[config.mk]
export PLATFORM = sky130hd
export DESIGN_NAME = integer_to_ascii_radix_unit
export DESIGN_NICKNAME = d
export VERILOG_FILES = /design/src/design/itoa_pkg.sv /design/src/design/itoa_ram.sv /design/src/design/itoa_ctrl.sv /design/src/design/itoa_dpath.sv /design/src/design/integer_to_ascii_radix_unit.sv
export SDC_FILE = /design/constraint.sdc
export NUM_CORES = 1
export LEC_CHECK = 0
export ABC_AREA = 1
export BUFFER_PORTS_ARGS = -buffer_cell sky130_fd_sc_hd__buf_2
export CAP_MARGIN = 20
export CORE_AREA = 2 2 190 192
export DETAILED_ROUTE_END_ITERATION = 10
export DIE_AREA = 0 0 192 194
export HOLD_SLACK_MARGIN = 0.02
export SETUP_SLACK_MARGIN = 0.4
export SLEW_MARGIN = 20
export SYNTH_ARGS = -nofsm -noshare
export SYNTH_HDL_FRONTEND = slang
export SYNTH_SLANG_ARGS = --single-unit
[constraint.sdc]
create_clock -name clk -period 15.2 [get_ports clk]
set_input_delay 1.52 -clock clk [delete_from_list [all_inputs] [get_ports clk]]
set_output_delay 1.52 -clock clk [all_outputs]
set_load 0.05 [all_outputs]
[src/design/itoa_pkg.sv]
// Shared constants, types and a helper function of the integer to ASCII converter.
package itoa_pkg;

	localparam int VALUE_WIDTH_DEF = 32;
	localparam int STEP_BITS       = 8;
	localparam int RADIX_W         = 8;
	localparam int CHAR_W          = 8;

	localparam logic [RADIX_W-1:0] RADIX_MIN = 8'd2;
	localparam logic [RADIX_W-1:0] RADIX_MAX = 8'd16;
	localparam logic [RADIX_W-1:0] RADIX_DEC = 8'd10;

	localparam logic [CHAR_W-1:0] CHAR_ZERO  = 8'h30;
	localparam logic [CHAR_W-1:0] CHAR_UPPER = 8'h41;
	localparam logic [CHAR_W-1:0] CHAR_MINUS = 8'h2D;
	localparam logic [CHAR_W-1:0] CHAR_ERR   = 8'h00;

	typedef enum logic [2:0] {
		ST_IDLE,
		ST_DIV,
		ST_SIGN,
		ST_FETCH,
		ST_EMIT,
		ST_ERR
	} ctrl_state_t;

	typedef enum logic [1:0] {
		OUT_DIGIT,
		OUT_SIGN,
		OUT_ERR
	} out_sel_t;

	typedef struct packed {
		logic     load;
		logic     step;
		logic     out_load;
		out_sel_t out_sel;
		logic     ptr_dec;
	} itoa_cmd_t;

	typedef struct packed {
		logic in_bad;
		logic div_last;
		logic div_done;
		logic neg;
		logic ptr_zero;
		logic out_free;
	} itoa_status_t;

	function automatic logic [CHAR_W-1:0] glyph(input logic [3:0] digit);
		logic [CHAR_W-1:0] d8;
		d8 = {4'b0000, digit};
		if (digit < 4'd10) begin
			return CHAR_ZERO + d8;
		end else begin
			return CHAR_UPPER + d8 - 8'd10;
		end
	endfunction

endpackage

[src/design/itoa_ram.sv]
// Generic simple dual-port RAM with one write port and a registered read port.
module itoa_ram #(
	parameter int WIDTH = 4,
	parameter int DEPTH = 32
) (
	input  logic                     clk,
	input  logic                     we,
	input  logic [$clog2(DEPTH)-1:0] waddr,
	input  logic [WIDTH-1:0]         wdata,
	input  logic [$clog2(DEPTH)-1:0] raddr,
	output logic [WIDTH-1:0]         rdata
);

	logic [WIDTH-1:0] mem_q [DEPTH];
	logic [WIDTH-1:0] rdata_q;

	always_ff @(posedge clk) begin
		if (we) begin
			mem_q[waddr] <= wdata;
		end
		rdata_q <= mem_q[raddr];
	end

	assign rdata = rdata_q;

endmodule

[src/design/itoa_ctrl.sv]
// Controller state machine sequencing division, sign, digit drain and error items.
module itoa_ctrl (
	input  logic                 clk,
	input  logic                 arst_n,
	input  logic                 s_tvalid,
	output logic                 s_tready,
	input  itoa_pkg::itoa_status_t status,
	output itoa_pkg::itoa_cmd_t    cmd
);

	itoa_pkg::ctrl_state_t state_q;
	itoa_pkg::ctrl_state_t state_d;

	always_ff @(posedge clk or negedge arst_n) begin
		if (!arst_n) begin
			state_q <= itoa_pkg::ST_IDLE;
		end else begin
			state_q <= state_d;
		end
	end

	always_comb begin
		state_d = state_q;
		unique case (state_q)
			itoa_pkg::ST_IDLE: begin
				if (s_tvalid) begin
					state_d = status.in_bad ? itoa_pkg::ST_ERR : itoa_pkg::ST_DIV;
				end
			end
			itoa_pkg::ST_DIV: begin
				if (status.div_last && status.div_done) begin
					state_d = status.neg ? itoa_pkg::ST_SIGN : itoa_pkg::ST_FETCH;
				end
			end
			itoa_pkg::ST_SIGN: begin
				if (status.out_free) begin
					state_d = itoa_pkg::ST_FETCH;
				end
			end
			itoa_pkg::ST_FETCH: begin
				state_d = itoa_pkg::ST_EMIT;
			end
			itoa_pkg::ST_EMIT: begin
				if (status.out_free) begin
					state_d = status.ptr_zero ? itoa_pkg::ST_IDLE : itoa_pkg::ST_FETCH;
				end
			end
			itoa_pkg::ST_ERR: begin
				if (status.out_free) begin
					state_d = itoa_pkg::ST_IDLE;
				end
			end
			default: begin
				state_d = itoa_pkg::ST_IDLE;
			end
		endcase
	end

	always_comb begin
		s_tready     = 1'b0;
		cmd.load     = 1'b0;
		cmd.step     = 1'b0;
		cmd.out_load = 1'b0;
		cmd.out_sel  = itoa_pkg::OUT_DIGIT;
		cmd.ptr_dec  = 1'b0;
		unique case (state_q)
			itoa_pkg::ST_IDLE: begin
				s_tready = 1'b1;
				cmd.load = s_tvalid;
			end
			itoa_pkg::ST_DIV: begin
				cmd.step = 1'b1;
			end
			itoa_pkg::ST_SIGN: begin
				cmd.out_load = status.out_free;
				cmd.out_sel  = itoa_pkg::OUT_SIGN;
			end
			itoa_pkg::ST_FETCH: begin
				cmd.out_load = 1'b0;
			end
			itoa_pkg::ST_EMIT: begin
				cmd.out_load = status.out_free;
				cmd.out_sel  = itoa_pkg::OUT_DIGIT;
				cmd.ptr_dec  = status.out_free && !status.ptr_zero;
			end
			itoa_pkg::ST_ERR: begin
				cmd.out_load = status.out_free;
				cmd.out_sel  = itoa_pkg::OUT_ERR;
			end
			default: begin
				s_tready = 1'b0;
			end
		endcase
	end

endmodule

[src/design/itoa_dpath.sv]
// Datapath: input decode, chunked radix divider, digit store and output register.
module itoa_dpath #(
	parameter int VALUE_WIDTH = itoa_pkg::VALUE_WIDTH_DEF,
	parameter int S_DATA_W    = 48
) (
	input  logic                     clk,
	input  logic                     arst_n,
	input  logic [S_DATA_W-1:0]      s_tdata,
	input  logic                     m_tready,
	output logic                     m_tvalid,
	output logic [7:0]               m_tdata,
	output logic                     m_tlast,
	output logic                     m_tuser,
	input  itoa_pkg::itoa_cmd_t      cmd,
	output itoa_pkg::itoa_status_t   status
);

	localparam int STEP = itoa_pkg::STEP_BITS;
	localparam int NCH  = (VALUE_WIDTH + STEP - 1) / STEP;
	localparam int PW   = NCH * STEP;
	localparam int CHW  = (NCH > 1) ? $clog2(NCH) : 1;
	localparam int AW   = $clog2(VALUE_WIDTH);
	localparam int CNW  = $clog2(VALUE_WIDTH + 1);

	logic [VALUE_WIDTH-1:0]           in_value;
	logic [itoa_pkg::RADIX_W-1:0]     in_radix;
	logic                             in_op;
	logic                             in_neg;
	logic [VALUE_WIDTH-1:0]           in_mag;

	logic [PW-1:0]                    quot_q;
	logic [3:0]                       rem_q;
	logic [4:0]                       radix_q;
	logic                             neg_q;
	logic [CHW-1:0]                   chunk_q;
	logic [CNW-1:0]                   count_q;
	logic [AW-1:0]                    ptr_q;

	logic [PW-1:0]                    quot_next;
	logic [3:0]                       rem_next;
	logic [STEP-1:0]                  qbits;
	logic [PW+STEP-1:0]               quot_cat;
	logic                             write_digit;
	logic [3:0]                       rd_digit;

	logic                             out_valid_q;
	logic [7:0]                       out_char_q;
	logic                             out_last_q;
	logic                             out_bad_q;

	assign in_value = s_tdata[VALUE_WIDTH-1:0];
	assign in_radix = s_tdata[VALUE_WIDTH+itoa_pkg::RADIX_W-1:VALUE_WIDTH];
	assign in_op    = s_tdata[VALUE_WIDTH+itoa_pkg::RADIX_W];
	assign in_neg   = in_op && (in_radix == itoa_pkg::RADIX_DEC) && in_value[VALUE_WIDTH-1];
	assign in_mag   = in_neg ? (~in_value + {{(VALUE_WIDTH-1){1'b0}}, 1'b1}) : in_value;

	always_comb begin
		logic [4:0] t;
		logic [3:0] r;
		r = rem_q;
		qbits = '0;
		for (int j = 0; j < STEP; j++) begin
			t = {r, quot_q[PW-1-j]};
			if (t >= radix_q) begin
				t = t - radix_q;
				qbits[STEP-1-j] = 1'b1;
			end
			r = t[3:0];
		end
		rem_next = r;
		quot_cat = {quot_q, qbits};
		quot_next = quot_cat[PW-1:0];
	end

	assign write_digit = cmd.step && status.div_last;

	always_ff @(posedge clk or negedge arst_n) begin
		if (!arst_n) begin
			quot_q  <= '0;
			rem_q   <= '0;
			radix_q <= '0;
			neg_q   <= 1'b0;
			chunk_q <= '0;
			count_q <= '0;
			ptr_q   <= '0;
		end else if (cmd.load) begin
			quot_q  <= PW'(in_mag);
			rem_q   <= '0;
			radix_q <= in_radix[4:0];
			neg_q   <= in_neg;
			chunk_q <= '0;
			count_q <= '0;
		end else if (cmd.step) begin
			quot_q <= quot_next;
			if (status.div_last) begin
				rem_q   <= '0;
				chunk_q <= '0;
				count_q <= count_q + CNW'(1);
				ptr_q   <= count_q[AW-1:0];
			end else begin
				rem_q   <= rem_next;
				chunk_q <= chunk_q + CHW'(1);
			end
		end else if (cmd.ptr_dec) begin
			ptr_q <= ptr_q - AW'(1);
		end
	end

	itoa_ram #(
		.WIDTH(4),
		.DEPTH(VALUE_WIDTH)
	) u_digits (
		.clk  (clk),
		.we   (write_digit),
		.waddr(count_q[AW-1:0]),
		.wdata(rem_next),
		.raddr(ptr_q),
		.rdata(rd_digit)
	);

	assign status.in_bad   = (in_radix < itoa_pkg::RADIX_MIN) || (in_radix > itoa_pkg::RADIX_MAX);
	assign status.div_last = (chunk_q == CHW'(NCH - 1));
	assign status.div_done = (quot_next == '0) || (count_q == CNW'(VALUE_WIDTH - 1));
	assign status.neg      = neg_q;
	assign status.ptr_zero = (ptr_q == '0);
	assign status.out_free = !out_valid_q || m_tready;

	always_ff @(posedge clk or negedge arst_n) begin
		if (!arst_n) begin
			out_valid_q <= 1'b0;
		end else if (cmd.out_load) begin
			out_valid_q <= 1'b1;
		end else if (m_tready) begin
			out_valid_q <= 1'b0;
		end
	end

	always_ff @(posedge clk) begin
		if (cmd.out_load) begin
			unique case (cmd.out_sel)
				itoa_pkg::OUT_DIGIT: begin
					out_char_q <= itoa_pkg::glyph(rd_digit);
					out_last_q <= status.ptr_zero;
					out_bad_q  <= 1'b0;
				end
				itoa_pkg::OUT_SIGN: begin
					out_char_q <= itoa_pkg::CHAR_MINUS;
					out_last_q <= 1'b0;
					out_bad_q  <= 1'b0;
				end
				itoa_pkg::OUT_ERR: begin
					out_char_q <= itoa_pkg::CHAR_ERR;
					out_last_q <= 1'b1;
					out_bad_q  <= 1'b1;
				end
				default: begin
					out_char_q <= itoa_pkg::CHAR_ERR;
					out_last_q <= 1'b1;
					out_bad_q  <= 1'b1;
				end
			endcase
		end
	end

	assign m_tvalid = out_valid_q;
	assign m_tdata  = out_char_q;
	assign m_tlast  = out_last_q;
	assign m_tuser  = out_bad_q;

endmodule

[src/design/integer_to_ascii_radix_unit.sv]
// Top level of the integer to ASCII converter for bases 2 to 16.
//
//  channel | dir | payload
//  --------+-----+---------------------------------------------------------
//  s_*     | in  | tdata: value_bits, radix, operation (zero pad to bytes)
//  m_*     | out | tdata: character; tlast: last_char; tuser: bad_radix
//
// One item at a time. Each digit is one pass of the divider over all 8-bit chunks
// of the quotient, and the divider retires 8 quotient bits per cycle. Each character
// then passes the FETCH and EMIT states through the registered digit RAM read port;
// a minus sign, if any, goes out first from the SIGN state. A bad radix gives one item.
// No clearing pass after reset; m_tready low holds the output register and the drain.
module integer_to_ascii_radix_unit #(
	parameter int VALUE_WIDTH = itoa_pkg::VALUE_WIDTH_DEF
) (
	input  logic                                         clk,
	input  logic                                         arst_n,
	input  logic                                         s_tvalid,
	output logic                                         s_tready,
	// value_bits, radix, operation, zero pad
	input  logic [((VALUE_WIDTH+itoa_pkg::RADIX_W+1+7)/8)*8-1:0] s_tdata,
	output logic                                         m_tvalid,
	input  logic                                         m_tready,
	// character
	output logic [7:0]                                   m_tdata,
	output logic                                         m_tlast,
	// bad_radix
	output logic                                         m_tuser
);

	localparam int S_DATA_W = ((VALUE_WIDTH + itoa_pkg::RADIX_W + 1 + 7) / 8) * 8;

	itoa_pkg::itoa_cmd_t    cmd;
	itoa_pkg::itoa_status_t status;

	itoa_ctrl u_ctrl (
		.clk     (clk),
		.arst_n  (arst_n),
		.s_tvalid(s_tvalid),
		.s_tready(s_tready),
		.status  (status),
		.cmd     (cmd)
	);

	itoa_dpath #(
		.VALUE_WIDTH(VALUE_WIDTH),
		.S_DATA_W   (S_DATA_W)
	) u_dpath (
		.clk     (clk),
		.arst_n  (arst_n),
		.s_tdata (s_tdata),
		.m_tready(m_tready),
		.m_tvalid(m_tvalid),
		.m_tdata (m_tdata),
		.m_tlast (m_tlast),
		.m_tuser (m_tuser),
		.cmd     (cmd),
		.status  (status)
	);

endmodule
==> results.json <==
{
  "gp_congestion": 0.874,
  "nets": 1533,
  "finClkSkew_ps": 12.5,
  "critPathMaxStageDelay_ps": 760,
  "hold_viol_final": 0,
  "route.detailed.drc": 0,
  "grt_pass1_vias": 9217,
  "slowest_stage": "dfrtp_1",
  "outcome": "finished, final reports clean",
  "diodes": 0,
  "syn_to_final_growth_pct": 11.6,
  "worst_pin_slew_ps": 1020,
  "setup_violations": 0,
  "io_buffers": 55,
  "overflow": 0,
  "maxCapViolations": 0,
  "synth_edf_count": 137,
  "syn_avg_cell_area_sq_um": 8.31,
  "die_area_sq_um": 37200,
  "tns_ps": 0,
  "firstDrtPassIters": 5,
  "antenna_found_initial": 0,
  "synthAdderAreaFrac": 0.0660,
  "busiest_layer": "met2",
  "crit_top_cell": "nand2_1",
  "start_util": 0.327,
  "min_to": "u_dpath.quot_q[24]",
  "groute.usage.overall": 0.166,
  "arrival_ps": 12360,
  "vias": 9457,
  "finalCriticalPeriod_ps": 12480,
  "clock_latency_ps": 440,
  "ant_nets": 0,
  "critical_path.max_fanout": 32,
  "cts_buffers": 17,
  "drive_gt1_frac": 0.0834,
  "synthFlopType": "edfxtp_1",
  "num_rows": 69,
  "grt_use_met2": 0.273,
  "yosysSeqAreaShare": 0.492,
  "holdWs_ps": 486,
  "syn_nets": 1496,
  "htreeDepth": 4,
  "die_x_um": 192,
  "slew_headroom": 0.316,
  "dp_slack_ps": 2780,
  "routedWlPerCell_um": 15.9,
  "routed_wl_mm": 30.1,
  "die_h_um": 194,
  "synthesis.instances": 1388,
  "rsz0062_at_grt": "false",
  "synth_top_family_by_area": "simple AND/OR/NAND/NOR gates",
  "grt_pass1_wl_mm": 48.4,
  "synthArstFlopShare": 0.295,
  "ys_warn_count": 0,
  "worst_ep_required_time_ps": 15080,
  "cp-start-kind": "flop",
  "grt_util_met3": 0.0226,
  "hold_start": "u_dpath.quot_q[24]",
  "synthMuxAreaShare": 0,
  "post_drt_via_cell_ratio": 4.98,
  "core-area_sq_um": 35200,
  "fmax_ghz": 0.0801,
  "critPathCaptureType": "flop",
  "drt-initial-drc-count": 978,
  "reg2reg_to": "u_dpath.u_digits.mem_q[22][1]",
  "path_class": "flop to flop",
  "groute.layer.met1.usage": 0.222,
  "synth_compound_area_frac": 0.0970,
  "cts_hold_buf": 0,
  "grt_max_degree": 66,
  "io_pins": 64,
  "r2r_start": "u_dpath.radix_q[1]",
  "rr_worst_depth": 65,
  "fin_ws_ps": 2720,
  "postCtsResizedCells": 0,
  "postCtsSetupRepairBufs": 0,
  "rrSetupSlack_ps": 2720,
  "synth_cell_types": 45,
  "finalMaxSlewViolations": 0,
  "clockBufferDepth": 2,
  "cts_tree": "built",
  "ctsRootBufferMaster": "clkbuf_16",
  "clkTransAtPathRegs_ps": 80,
  "hold_path_depth": 2,
  "hpwl_mm": 21.3,
  "post-route-period-util": 0.821,
  "worstHoldPathType": "flop to flop",
  "syn_area_sq_um": 11500,
  "synthSimpleGateAreaFrac": 0.255,
  "synthXorXnorAreaFrac": 0.0258,
  "synth-seq-cells": 200,
  "cts_num_sinks": 200
}
worst max-delay path by stage:
stage | startpoint | endpoint | depth (start not counted)
after floorplan | u_dpath.radix_q[1] | u_dpath.u_digits.mem_q[0][3] | 67
after global placement | u_dpath.radix_q[1] | u_dpath.u_digits.mem_q[3][3] | 68
after detailed placement | u_dpath.radix_q[1] | u_dpath.u_digits.mem_q[19][2] | 68
after CTS | u_dpath.radix_q[1] | u_dpath.u_digits.mem_q[9][3] | 68
after global routing | u_dpath.radix_q[1] | u_dpath.u_digits.mem_q[22][1] | 68
final | u_dpath.radix_q[1] | u_dpath.u_digits.mem_q[22][1] | 65
metal layers:
metal,up-vias,part of all wire
li1,4671,-
met3,43,0.043
met2,240,0.47
met5,-,0
met4,0,0.031
met1,4503,0.45
cells in the final DEF, fill, tap and decap left out, types with 17 or more instances in the layout:
| cell type | instances |
|---|---|
| nand2_1 | 370 |
| nor2_1 | 198 |
| buf_2 | 55 |
| dfrtp_1 | 59 |
| nand3_1 | 79 |
| ha_1 | 48 |
| o21ai_0 | 131 |
| o22ai_1 | 17 |
| edfxtp_1 | 137 |
| xor2_1 | 28 |
| inv_1 | 138 |
| clkbuf_16 | 17 |
per-stage QoR:
step / instances / instance area (sq um) / utilization
after floorplan: 1388 / 11500 / -
after global placement: 1867 / 12200 / 0.347
after detailed placement: 1867 / 12200 / 0.347
after CTS: 1899 / 12900 / 0.365
after global routing: 1899 / 12900 / 0.365
final: 1899 / 12900 / 0.365
sequential cells by signal, indices dropped and copies added, names as in the netlist, 4 cells and up:
name                    cells
u_dpath.u_digits.mem_q    128
u_dpath.quot_q             32
u_dpath.m_tdata             7
u_dpath.count_q             6
u_dpath.ptr_q               5
u_dpath.radix_q             5
u_dpath.rem_q               4
u_dpath.u_digits.rdata      4
critical path: cells and delay by family (launching register included):
family	cells	cell delay, ps
buffers and inverters	14	2310
AO/OA/AOI/OAI	4	730
AND/OR/NAND/NOR	39	5610
flip-flops	1	760
adder cells (fa/ha/maj)	8	2440
cell type report:
cell class	count	area, sq um
Multi-Input combinational cell	1002	5120
Tap cell	461	577
Inverter	144	541
Clock buffer	17	425
Sequential cell	200	5670
Clock inverter	15	219
Timing Repair Buffer	60	313
Fill cell	3663	22400
kinds of logic (layout without fill, tap and decap cells):
| logic type | Yosys count | after routing |
|---|---|---|
| adder cells (fa/ha/maj) | 56 | 56 |
| buffers and inverters | 186 | 236 |
| other | 1 | 1 |
| AND/OR/NAND/NOR | 708 | 708 |
| AO/OA/AOI/OAI | 203 | 203 |
| flip-flops | 200 | 200 |
| XOR/XNOR | 34 | 34 |
cell usage after synthesis (all sizes together) (4+ instances only):
cell    instances  area, sq um
dfxtp           4         80.1
xor2           28          245
nor3           16          108
and2            6         37.5
o22ai          17          106
nand3b          6         45.0
nand2         374         1420
or2             6         37.5
dfrtp          59         1480
nor2          204          786
inv           144          541
nand4          15          100
ha             48          601
o21ai         140          704
buf            21          124
fa              8          160
o211ai         16          120
clkbuf         21         78.8
xnor2           6         52.6
edfxtp        137         4110
nand3          79          395
a21oi          16         80.1
Power is left out: the tool's default activity adds up to more than one toggle a clock period on the data nets, which glitch-free logic cannot reach.
